### src/design/dp2_pkg.sv
`default_nettype none
package dp2_pkg;

    // Widths fixed by the interface
    localparam int EXP_W    = 10;
    localparam int DIGIT_W  = 4;
    localparam int COUNT_W  = 6;

    // Default digit store depth
    localparam int DIGITS_DEF = 32;

    // Digit threshold at which doubling carries out
    localparam logic [DIGIT_W-1:0] CARRY_LIMIT = 4'd5;
    localparam logic [DIGIT_W:0]   RADIX       = 5'd10;

    // Controller states, one-hot
    typedef enum logic [2:0] {
        ST_IDLE   = 3'b001,
        ST_DOUBLE = 3'b010,
        ST_SEND   = 3'b100
    } t_dp2_state;

    // Commands from controller to datapath
    typedef struct packed {
        logic load;
        logic dbl;
        logic send;
    } t_dp2_cmd;

    // Status from datapath to controller
    typedef struct packed {
        logic exp_zero;
        logic last_pass;
        logic last_digit;
    } t_dp2_status;

    // One BCD doubling of a digit with carry in
    function automatic logic [DIGIT_W-1:0] dbl_digit(input logic [DIGIT_W-1:0] d,
                                                     input logic                cin);
        logic [DIGIT_W:0] v;
        v = {d, cin};
        if (v >= RADIX) begin
            v = v - RADIX;
        end
        return v[DIGIT_W-1:0];
    endfunction

endpackage
`default_nettype wire

### src/design/dp2_ctrl.sv
`default_nettype none
module dp2_ctrl (
    input  wire logic                 i_clk,
    input  wire logic                 i_rst_n,
    input  wire logic                 start,
    input  wire dp2_pkg::t_dp2_status i_status,
    output dp2_pkg::t_dp2_cmd         o_cmd,
    output logic                      busy
);
    import dp2_pkg::*;

    t_dp2_state r_state;
    t_dp2_state n_state;

    // Next state and commands
    always_comb begin
        n_state = r_state;
        o_cmd   = '0;
        case (r_state)
            ST_IDLE: begin
                if (start) begin
                    o_cmd.load = 1'b1;
                    n_state    = i_status.exp_zero ? ST_SEND : ST_DOUBLE;
                end
            end
            ST_DOUBLE: begin
                o_cmd.dbl = 1'b1;
                if (i_status.last_pass) begin
                    n_state = ST_SEND;
                end
            end
            ST_SEND: begin
                o_cmd.send = 1'b1;
                if (i_status.last_digit) begin
                    n_state = ST_IDLE;
                end
            end
            default: begin
                n_state = ST_IDLE;
            end
        endcase
    end

    // Hold state
    always_ff @(posedge i_clk) begin
        if (!i_rst_n) begin
            r_state <= ST_IDLE;
        end else begin
            r_state <= n_state;
        end
    end

    assign busy = (r_state != ST_IDLE);

endmodule
`default_nettype wire

### src/design/dp2_datapath.sv
`default_nettype none
module dp2_datapath #(
    parameter int DIGITS = dp2_pkg::DIGITS_DEF
) (
    input  wire logic                          i_clk,
    input  wire logic                          i_rst_n,
    input  wire dp2_pkg::t_dp2_cmd             i_cmd,
    input  wire logic [dp2_pkg::EXP_W-1:0]     i_exponent,
    output dp2_pkg::t_dp2_status               o_status,
    output logic                               o_digit_valid,
    output logic [dp2_pkg::DIGIT_W-1:0]        o_digit_value,
    output logic [dp2_pkg::COUNT_W-1:0]        o_digit_count,
    output logic                               o_overflowed,
    output logic                               o_last_digit
);
    import dp2_pkg::*;

    localparam int CW = $clog2(DIGITS + 1);
    localparam int IW = $clog2(DIGITS);

    logic [DIGIT_W-1:0] r_digit [DIGITS];
    logic [DIGIT_W-1:0] n_digit [DIGITS];
    logic [DIGITS-1:0]  carry;
    logic [CW-1:0]      r_used;
    logic [CW-1:0]      n_used;
    logic [CW-1:0]      used_m1;
    logic [IW-1:0]      r_idx;
    logic [CW-1:0]      idx_p1;
    logic [EXP_W-1:0]   r_pass;
    logic               r_ovf;
    logic [CW+COUNT_W-1:0] count_ext;

    // Carry out of each cell depends only on its own digit
    always_comb begin
        for (int j = 0; j < DIGITS; j++) begin
            carry[j] = (r_digit[j] >= CARRY_LIMIT);
        end
    end

    assign used_m1 = r_used - CW'(1);

    // Next digit store: load, double, or shift down during send
    always_comb begin
        for (int j = 0; j < DIGITS; j++) begin
            n_digit[j] = r_digit[j];
        end
        if (i_cmd.load) begin
            for (int j = 0; j < DIGITS; j++) begin
                n_digit[j] = (j == 0) ? DIGIT_W'(1) : '0;
            end
        end else if (i_cmd.dbl) begin
            for (int j = 0; j < DIGITS; j++) begin
                n_digit[j] = dbl_digit(r_digit[j], (j == 0) ? 1'b0 : carry[(j == 0) ? 0 : j-1]);
            end
        end else if (i_cmd.send) begin
            for (int j = 0; j < DIGITS; j++) begin
                n_digit[j] = (j == DIGITS-1) ? '0 : r_digit[(j == DIGITS-1) ? j : j+1];
            end
        end
    end

    // Open a new digit when the top used digit carries out
    always_comb begin
        n_used = r_used;
        if (i_cmd.load) begin
            n_used = CW'(1);
        end else if (i_cmd.dbl && carry[used_m1[IW-1:0]] && (r_used != CW'(DIGITS))) begin
            n_used = r_used + CW'(1);
        end
    end

    // Advance digit store, counters and overflow flag
    always_ff @(posedge i_clk) begin
        if (!i_rst_n) begin
            for (int j = 0; j < DIGITS; j++) begin
                r_digit[j] <= (j == 0) ? DIGIT_W'(1) : '0;
            end
            r_used <= CW'(1);
            r_ovf  <= 1'b0;
            r_idx  <= '0;
            r_pass <= '0;
        end else begin
            for (int j = 0; j < DIGITS; j++) begin
                r_digit[j] <= n_digit[j];
            end
            r_used <= n_used;
            if (i_cmd.load) begin
                r_ovf  <= 1'b0;
                r_idx  <= '0;
                r_pass <= i_exponent;
            end else if (i_cmd.dbl) begin
                r_pass <= r_pass - EXP_W'(1);
                if (carry[DIGITS-1]) begin
                    r_ovf <= 1'b1;
                end
            end else if (i_cmd.send) begin
                r_idx <= r_idx + IW'(1);
            end
        end
    end

    assign idx_p1 = CW'(r_idx) + CW'(1);

    // Status back to the controller
    assign o_status.exp_zero   = (i_exponent == '0);
    assign o_status.last_pass  = (r_pass == EXP_W'(1));
    assign o_status.last_digit = (idx_p1 == r_used);

    // Result word, least significant digit sits in cell zero
    assign count_ext     = {{COUNT_W{1'b0}}, r_used};
    assign o_digit_valid = i_cmd.send;
    assign o_digit_value = r_digit[0];
    assign o_digit_count = count_ext[COUNT_W-1:0];
    assign o_overflowed  = r_ovf;
    assign o_last_digit  = i_cmd.send && (idx_p1 == r_used);

endmodule
`default_nettype wire

### src/design/decimal_power_of_two_top.sv
`default_nettype none
// Decimal power of two: computes 2^n as decimal digits by repeated doubling.
// Input: pulse start with i_exponent while busy is low; the word is taken on
// that edge and busy rises on the next cycle.
// The digit store is set to the single digit 1, then doubled once per cycle,
// all DIGITS cells in parallel, n times in all.
// Output: one word per digit, least significant first, each shown for one
// cycle with o_digit_valid high; o_last_digit marks the most significant
// digit. o_digit_count and o_overflowed hold steady while digits are shown.
// If a carry leaves the top cell it is dropped and o_overflowed is set, so
// the digits shown are 2^n modulo 10^DIGITS.
// An item runs through a load, the n doubling passes and one send per digit;
// one item is in work at a time.
// The receiver cannot stall: each digit is accepted on the edge ending its
// cycle. Synchronous active-low reset returns the controller to idle with
// busy low.
module decimal_power_of_two_top #(
    parameter int DIGITS = dp2_pkg::DIGITS_DEF
) (
    input  wire logic                       i_clk,
    input  wire logic                       i_rst_n,
    input  wire logic                       start,
    output logic                            busy,
    input  wire logic [dp2_pkg::EXP_W-1:0]  i_exponent,
    output logic                            o_digit_valid,
    output logic [dp2_pkg::DIGIT_W-1:0]     o_digit_value,
    output logic [dp2_pkg::COUNT_W-1:0]     o_digit_count,
    output logic                            o_overflowed,
    output logic                            o_last_digit
);
    import dp2_pkg::*;

    t_dp2_cmd    cmd;
    t_dp2_status status;

    // Controller
    dp2_ctrl u_ctrl (
        .i_clk    (i_clk),
        .i_rst_n  (i_rst_n),
        .start    (start),
        .i_status (status),
        .o_cmd    (cmd),
        .busy     (busy)
    );

    // Digit cells and counters
    dp2_datapath #(
        .DIGITS (DIGITS)
    ) u_datapath (
        .i_clk         (i_clk),
        .i_rst_n       (i_rst_n),
        .i_cmd         (cmd),
        .i_exponent    (i_exponent),
        .o_status      (status),
        .o_digit_valid (o_digit_valid),
        .o_digit_value (o_digit_value),
        .o_digit_count (o_digit_count),
        .o_overflowed  (o_overflowed),
        .o_last_digit  (o_last_digit)
    );

    // Digits only go out while an item is in work
    a_valid_busy: assert property (@(posedge i_clk) disable iff (!i_rst_n)
        o_digit_valid |-> busy)
        else $error("digit word outside busy");

    // Every digit shown is a decimal digit
    a_digit_range: assert property (@(posedge i_clk) disable iff (!i_rst_n)
        o_digit_valid |-> (o_digit_value <= DIGIT_W'(9)))
        else $error("digit out of decimal range");

    // A taken item makes the block busy next cycle
    a_start_busy: assert property (@(posedge i_clk) disable iff (!i_rst_n)
        (start && !busy) |=> busy)
        else $error("start not taken");

    // The run ends after the last digit
    a_last_ends: assert property (@(posedge i_clk) disable iff (!i_rst_n)
        (o_digit_valid && o_last_digit) |=> (!o_digit_valid && !busy))
        else $error("digit word after last digit");

endmodule
`default_nettype wire
### config.mk
export PLATFORM = sky130hd
export DESIGN_NAME = decimal_power_of_two_top
export DESIGN_NICKNAME = d
export VERILOG_FILES = /design/src/design/dp2_pkg.sv /design/src/design/dp2_ctrl.sv /design/src/design/dp2_datapath.sv /design/src/design/decimal_power_of_two_top.sv
export SDC_FILE = /design/constraint.sdc
export NUM_CORES = 1
export LEC_CHECK = 0
export BUFFER_PORTS_ARGS = -buffer_cell sky130_fd_sc_hd__buf_2
export CORE_MARGIN = 2
export CORE_UTILIZATION = 35
export CTS_CLUSTER_SIZE = 14
export DETAILED_ROUTE_END_ITERATION = 8
export GPL_ROUTABILITY_DRIVEN = 0
export PLACE_DENSITY_LB_ADDON = 0.3
export SETUP_SLACK_MARGIN = 0.2
export SYNTH_ARGS = -nofsm -noshare
export SYNTH_HDL_FRONTEND = slang
export SYNTH_HIERARCHICAL = 1
export SYNTH_SLANG_ARGS = --single-unit
### constraint.sdc
create_clock -name i_clk -period 3.6 [get_ports i_clk]
set_clock_uncertainty 0.1 [all_clocks]
set_input_delay 0.72 -clock i_clk [delete_from_list [all_inputs] [get_ports i_clk]]
set_output_delay 0.72 -clock i_clk [all_outputs]
set_load 0.01 [all_outputs]
==> impl_metrics.ini, run 1 <==
[sta]
final_min_period_over_clock_period_pct = 82.7
setup_repair_after_global_routing_missed_its_margin = false
final_period_minus_worst_setup_slack_ps = 2980
hold-worst-slack_ps = 376
setup_viol = 0
worst_slew_margin_rel_pct = 22.3
setup_total_negative_slack_ps = 0
maxSlewViolCount = 0
hold_viol_final = 0
worst_pin_slew_ps = 1160
clock.fmax_mhz = 336

[logic_synthesis]
seq_area_frac_synth_pct = 30.0
synth_top_flop_cell = sky130_fd_sc_hd__dfxtp_1
fraction_of_registers_with_async_set_or_reset_after_synthesis_pct = 0
synthCells = 1293
mean_post_synth_cell_area_um2 = 7.90
count_of_flip_flops_with_a_built_in_enable_after_synthesis = 0
syn_area_um2 = 10200
yosys_warnings = 6
netlist-cell-type-count = 52
synth_nets = 1376
synth-seq-cells = 153

[finish]
layout.cells.most_common = sky130_fd_sc_hd__a211oi_1
register_area_um2 = 3060
multiInputGateArea_um2 = 6450
final_cell_count_no_fill = 1652
syn2layout_area_growth_pct = 9.80
antennaDiodeCount = 0
layout.cells.most_common_list = sky130_fd_sc_hd__a211oi_1, sky130_fd_sc_hd__a21oi_1, sky130_fd_sc_hd__dfxtp_1
finalNetCount = 1338
num-fill-cells = 2949
post_route_cells_drive_above_1_share_pct = 9.15

[pwr]
share_comb_of_total_power_pct = 7.5
p_per_area_nw_per_um2 = 347
sw_frac_of_total_pct = 25.4
switchingPower_uw = 987
ir_worst_vdd_v = 0.000298
seqPwrFrac_pct = 45.3
share_clk_of_total_power_pct = 47.2
internal_power_uw = 2900
leakagePower_uw = 0.00410

[die]
die_w_um = 175
fp.coreArea_um2 = 28700
die_h_um = 175
num_io_pins = 27
placementRows = 62
design.die.area_um2 = 30600
start_util_pct = 35.6

[detailed_routing]
firstDrtPassIters = 5
wire_per_inst_um = 15.4
detailroute.via_count = 9032
via_per_inst = 5.47
initialDrtViolationCount = 869
antenna_viol_nets_final = 0
drc_errors = 0
postRouteWirelength_um = 25400

[setup_path]
crit-reg2reg-launch = u_datapath/o_digit_count[1]
kind_of_critical_path = reg2out
worstSetupEndpointType = output pin
r2r_slack_ps = 650
critical_path_data_arrival_time_ps = 2160
critPathLaunchType = register
cp_max_fo = 4
ff2ff_path_depth = 9
worstReg2RegEnd = u_datapath/o_digit_count[0]
worst-endpoint-required_ps = 2780

[global_routing]
global_route_wire_length_before_repair_um = 42600
grt_overflow = 0
grt_usage_pct = 16.7
grt_max_degree = 172
vias_in_the_first_global_route = 8359
number_of_antenna_violations_at_the_first_check_in_global_routing = 0

[cts]
cts_repair_resize_count = 0
cts_tree = done
clock_sink_count = 153
post-cts-setup-buffer-count = 0
clock_insertion_delay_worst_skew_ps = 430
maximum_clock_insertion_buffer_count = 2
ctsHtreeMaxLevel = 4
cts.hold.buffers_added = 0
ctsRootBufferMaster = sky130_fd_sc_hd__clkbuf_16
tritoncts.num_buffers = 17
cts.reportedPaths.clkPinSlew_ps = 60

[worst_hold_path]
hold_end = u_datapath/o_overflowed
hold_critical_path_depth = 2
min_path_type = reg2reg
holdCritStartpoint = u_datapath/o_overflowed

[place]
dp.final_hpwl_um = 16500
post-place-cells = 1620
port-buffer-count = 26

[status]
run_status = finished, final reports clean

[run]
cap_viol_max_count = 0
==> Yosys cell counts (9+ instances only) <==
| master | count | area [um2] |
|---|---|---|
| sky130_fd_sc_hd__a32oi_1 | 31 | 272 |
| sky130_fd_sc_hd__xor2_1 | 9 | 78.8 |
| sky130_fd_sc_hd__buf_1 | 13 | 48.8 |
| sky130_fd_sc_hd__mux2_2 | 10 | 113 |
| sky130_fd_sc_hd__nor2_1 | 127 | 477 |
| sky130_fd_sc_hd__dfxtp_1 | 153 | 3060 |
| sky130_fd_sc_hd__nor3_1 | 11 | 55.1 |
| sky130_fd_sc_hd__inv_1 | 91 | 342 |
| sky130_fd_sc_hd__ha_1 | 70 | 876 |
| sky130_fd_sc_hd__a21o_1 | 13 | 97.6 |
| sky130_fd_sc_hd__and2_1 | 9 | 56.3 |
| sky130_fd_sc_hd__a21oi_1 | 155 | 776 |
| sky130_fd_sc_hd__a31o_2 | 20 | 175 |
| sky130_fd_sc_hd__a211oi_1 | 206 | 1550 |
| sky130_fd_sc_hd__nand2b_1 | 40 | 250 |
| sky130_fd_sc_hd__nor2b_1 | 36 | 225 |
| sky130_fd_sc_hd__o21ai_0 | 48 | 240 |
| sky130_fd_sc_hd__mux2i_1 | 9 | 90.1 |
| sky130_fd_sc_hd__clkbuf_1 | 77 | 289 |
| sky130_fd_sc_hd__nand2_1 | 37 | 139 |
| sky130_fd_sc_hd__xnor2_1 | 24 | 210 |
| sky130_fd_sc_hd__nand3_1 | 14 | 70.1 |
| sky130_fd_sc_hd__nor3b_1 | 36 | 270 |
==> worst max-delay path by stage <==
| stage | startpoint | end | depth (start not counted) |
|---|---|---|---|
| after global placement | u_datapath/o_digit_count[1] | u_datapath/o_digit_count[0] | 7 |
| after detailed placement | u_datapath/o_digit_count[1] | u_datapath/o_digit_count[0] | 9 |
| after floorplan | u_datapath/o_digit_count[0] | u_datapath/o_digit_count[0] | 9 |
| after CTS | u_datapath/r_idx[0] | o_last_digit | 8 |
| final | u_datapath/r_idx[0] | o_last_digit | 8 |
| after global routing | u_datapath/r_idx[0] | o_last_digit | 8 |
==> final cells by class <==
| cell class | count | share of cell area, % |
|---|---|---|
| multi-input combinational | 950 | 57.5 |
| sequential | 153 | 27.3 |
| tap | 384 | 4.28 |
| clock buffer | 20 | 4.07 |
| inverter | 91 | 3.04 |
| timing repair buffer | 42 | 2.56 |
| clock inverter | 12 | 1.26 |
==> logic make-up (layout without fill, tap and decap cells) <==
kind of cell               count (synthesis)  in the layout  share of synthesized area, %
DFF                                      153            153                          30.0
adders and majority gates                 70             70                          8.57
xor gates and xnor gates                  34             34                          2.99
muxes                                     20             20                          2.20
AOI/OAI and AO/OA                        493            493                          32.1
buffers and inverters                    190            165                          7.21
and+or+nand+nor                          333            333                          17.0
==> routing by layer <==
metal | wire length [um] | track usage [%] | part of all wire (%)
met1 | 12800 | 23.0 | 50
met2 | 11800 | 27.2 | 46
met3 | 604 | 2.57 | 2.4
met4 | 276 | 4.55 | 1.1
met5 | 0 | 0 | 0
==> critical path: stages, from the launching register on <==
cell	delay, ps
sky130_fd_sc_hd__dfxtp_1	350
sky130_fd_sc_hd__ha_1	240
sky130_fd_sc_hd__and2_1	170
sky130_fd_sc_hd__nor2b_1	120
sky130_fd_sc_hd__o311ai_0	320
sky130_fd_sc_hd__o31a_1	190
sky130_fd_sc_hd__nor3_1	50
sky130_fd_sc_hd__and3b_1	170
sky130_fd_sc_hd__buf_2	130
==> metrics by stage <==
stage / cell area (um2) / worst slack, ps / total power [uW] / util [%]
after detailed placement: 10600 / 680 / 2090 / 37.0
after global placement: 10600 / 838 / 2090 / 37.0
after floorplan: 10200 / 866 / 2010 / -
final: 11200 / 624 / 3890 / 39.1
after CTS: 11200 / 593 / 3940 / 39.1
after global routing: 11200 / 409 / 4060 / 39.1
==> state kept, by name, indices dropped and copies added, names as in the netlist <==
register	count
u_datapath/r_pass	10
u_datapath/r_idx	5
u_ctrl/r_state	3
u_datapath/o_digit_count	6
u_datapath/o_overflowed	1
u_datapath/r_digit	128
==> power by group through the flow <==
stage	clock (uW)	sequential [uW]	combinational, uW
floorplan	0	1790	225
CTS	1890	1760	292
finish	1840	1760	291
detailed placement	0	1800	290
global route	1960	1770	329
global placement	0	1800	288
(Power assumes the default switching activity.)
==> run 2: changes to the inputs <==
==> constraint.sdc (replaced) <==
create_clock -name i_clk -period 2.86 [get_ports i_clk]
set_clock_uncertainty 0.1 [all_clocks]
set_input_delay 0.572 -clock i_clk [delete_from_list [all_inputs] [get_ports i_clk]]
set_output_delay 0.572 -clock i_clk [all_outputs]
set_load 0.01 [all_outputs]
==> impl_metrics.ini, run 2 (synthesis results as in run 1) <==
[global_routing]
grt_max_degree = 125
number_of_antenna_violations_at_the_first_check_in_global_routing = 0
vias_in_the_first_global_route = 8508
grt_usage_pct = 17.0
global_route_wire_length_before_repair_um = 43300
grt_overflow = 0

[detailed_routing]
postRouteWirelength_um = 25800
firstDrtPassIters = 5
detailroute.via_count = 9192
wire_per_inst_um = 15.4
via_per_inst = 5.48
initialDrtViolationCount = 713
drc_errors = 0
antenna_viol_nets_final = 0

[finish]
finalNetCount = 1364
layout.cells.most_common_list = sky130_fd_sc_hd__a211oi_1, sky130_fd_sc_hd__a21oi_1, sky130_fd_sc_hd__dfxtp_1
syn2layout_area_growth_pct = 14.1
post_route_cells_drive_above_1_share_pct = 12.4
largest_reg_by_ff_count = u_datapath/r_digit
antennaDiodeCount = 0
utilization_pct = 40.6
largest_reg_flops = 128
num-fill-cells = 2903
finish.instance_area_um2 = 11700
layout.cells.most_common = sky130_fd_sc_hd__a211oi_1

[place]
dp_slack_ps = 190
port-buffer-count = 26
cell_area_after_placement_um2 = 10900
dp.final_hpwl_um = 17000

[setup_path]
critical-path-top-delay-family = simple AND/OR/NAND/NOR gates
crit_chain = ha_4 > and2_4 > nor2b_4 > o311ai_1 > o31a_1 > nor3_2 > and3b_1 > buf_2
worstSetupEndpointType = output pin
critical_path_data_arrival_time_ps = 1990
path_buf_inv = 1
kind_of_critical_path = reg2out
cp_max_fo = 3
worst-endpoint-required_ps = 2190
slowest_stage = sky130_fd_sc_hd__dfxtp_4
critPathLaunchType = register
cpPeakStageDelay_ps = 360

[cts]
cts.reportedPaths.clkPinSlew_ps = 70
clock_insertion_delay_worst_skew_ps = 430
clock_sink_count = 153
cts_tree = done
ctsRootBufferMaster = sky130_fd_sc_hd__clkbuf_16
tritoncts.num_buffers = 17
ctsHtreeMaxLevel = 4
cts.hold.buffers_added = 0
maximum_clock_insertion_buffer_count = 2

[die]
die_h_um = 175
die_w_um = 175
start_util_pct = 35.6
fp.coreArea_um2 = 28700
num_io_pins = 27
design.die.area_um2 = 30600
placementRows = 62

[sta]
setup_viol = 0
setup_repair_after_global_routing_missed_its_margin = true
final_period_minus_worst_setup_slack_ps = 2670
maxSlewViolCount = 0
hold_viol_final = 0
setup_total_negative_slack_ps = 0
final_min_period_over_clock_period_pct = 93.3
worst_slew_margin_rel_pct = 63.7
worst_pin_slew_ps = 544
setup_ws_ps = 193
clock.fmax_mhz = 375

[pwr]
finalPower_uw = 5070
p_per_area_nw_per_um2 = 435
leakagePower_uw = 0.00430
ir_worst_vdd_v = 0.000401

[status]
run_status = finished, final reports clean

[run]
cap_viol_max_count = 0

[worst_hold_path]
min_path_type = in2reg
[run 2: timing repair]
action,CTS,global route
cloned,0,0
resized for setup,12,16
setup buffers,6,0
pin swaps,3,0
endpoints found under the setup margin,2,7
[run 2: layout make-up]
type	count	area, um2	share of cell area [%]
Sequential cell	153	3070	26.3
Tap cell	384	480	4.12
Multi-Input combinational cell	950	6530	56.0
Timing Repair Buffer	68	596	5.11
Clock inverter	10	168	1.44
Inverter	91	342	2.93
Clock buffer	21	470	4.03
[run 2: layer usage]
metal / wire [um] / GRT usage (%) / vias to the layer above
li1: - / - / 4695
met1: 12900 / 23.4 / 4368
met2: 12000 / 27.7 / 114
met3: 587 / 2.39 / 15
met4: 255 / 4.86 / 0
met5: 0 / 0 / -
[run 2: power by group]
group / switching (uW) / internal [uW] / leakage, uW
clock: 946 / 1530 / 0.000298
combinational: 225 / 153 / 0.00277
sequential: 52.6 / 2170 / 0.00124
total: 1220 / 3850 / 0.00430
[run 2: final timing paths]
check	slack (ps)	startpoint	cells after the start	to
worst max-delay path	190	u_datapath/r_idx[0]	8	o_last_digit
worst min-delay path	330	i_exponent[1]	3	u_datapath/r_pass[1]
worst max register to register	260	u_datapath/r_digit[1][12]	9	u_datapath/o_digit_count[0]
worst min register to register	400	u_datapath/o_overflowed	2	u_datapath/o_overflowed
[run 2: worst reg2reg max path, stage by stage (launching register included)]
cell,delay (ps)
sky130_fd_sc_hd__dfxtp_1,410
sky130_fd_sc_hd__inv_1,90
sky130_fd_sc_hd__ha_1,250
sky130_fd_sc_hd__nand2b_1,90
sky130_fd_sc_hd__a21oi_1,120
sky130_fd_sc_hd__a2111oi_1,520
sky130_fd_sc_hd__nor4_2,130
sky130_fd_sc_hd__or4_1,560
sky130_fd_sc_hd__a21oi_1,150
sky130_fd_sc_hd__o21ai_1,60
[run 2: metrics by stage]
step / instances / hold slack, ps
after detailed placement: 1640 / 380
after floorplan: 1293 / 379
after global routing: 1677 / 312
final: 1677 / 327
after global placement: 1640 / 378
after CTS: 1677 / 313
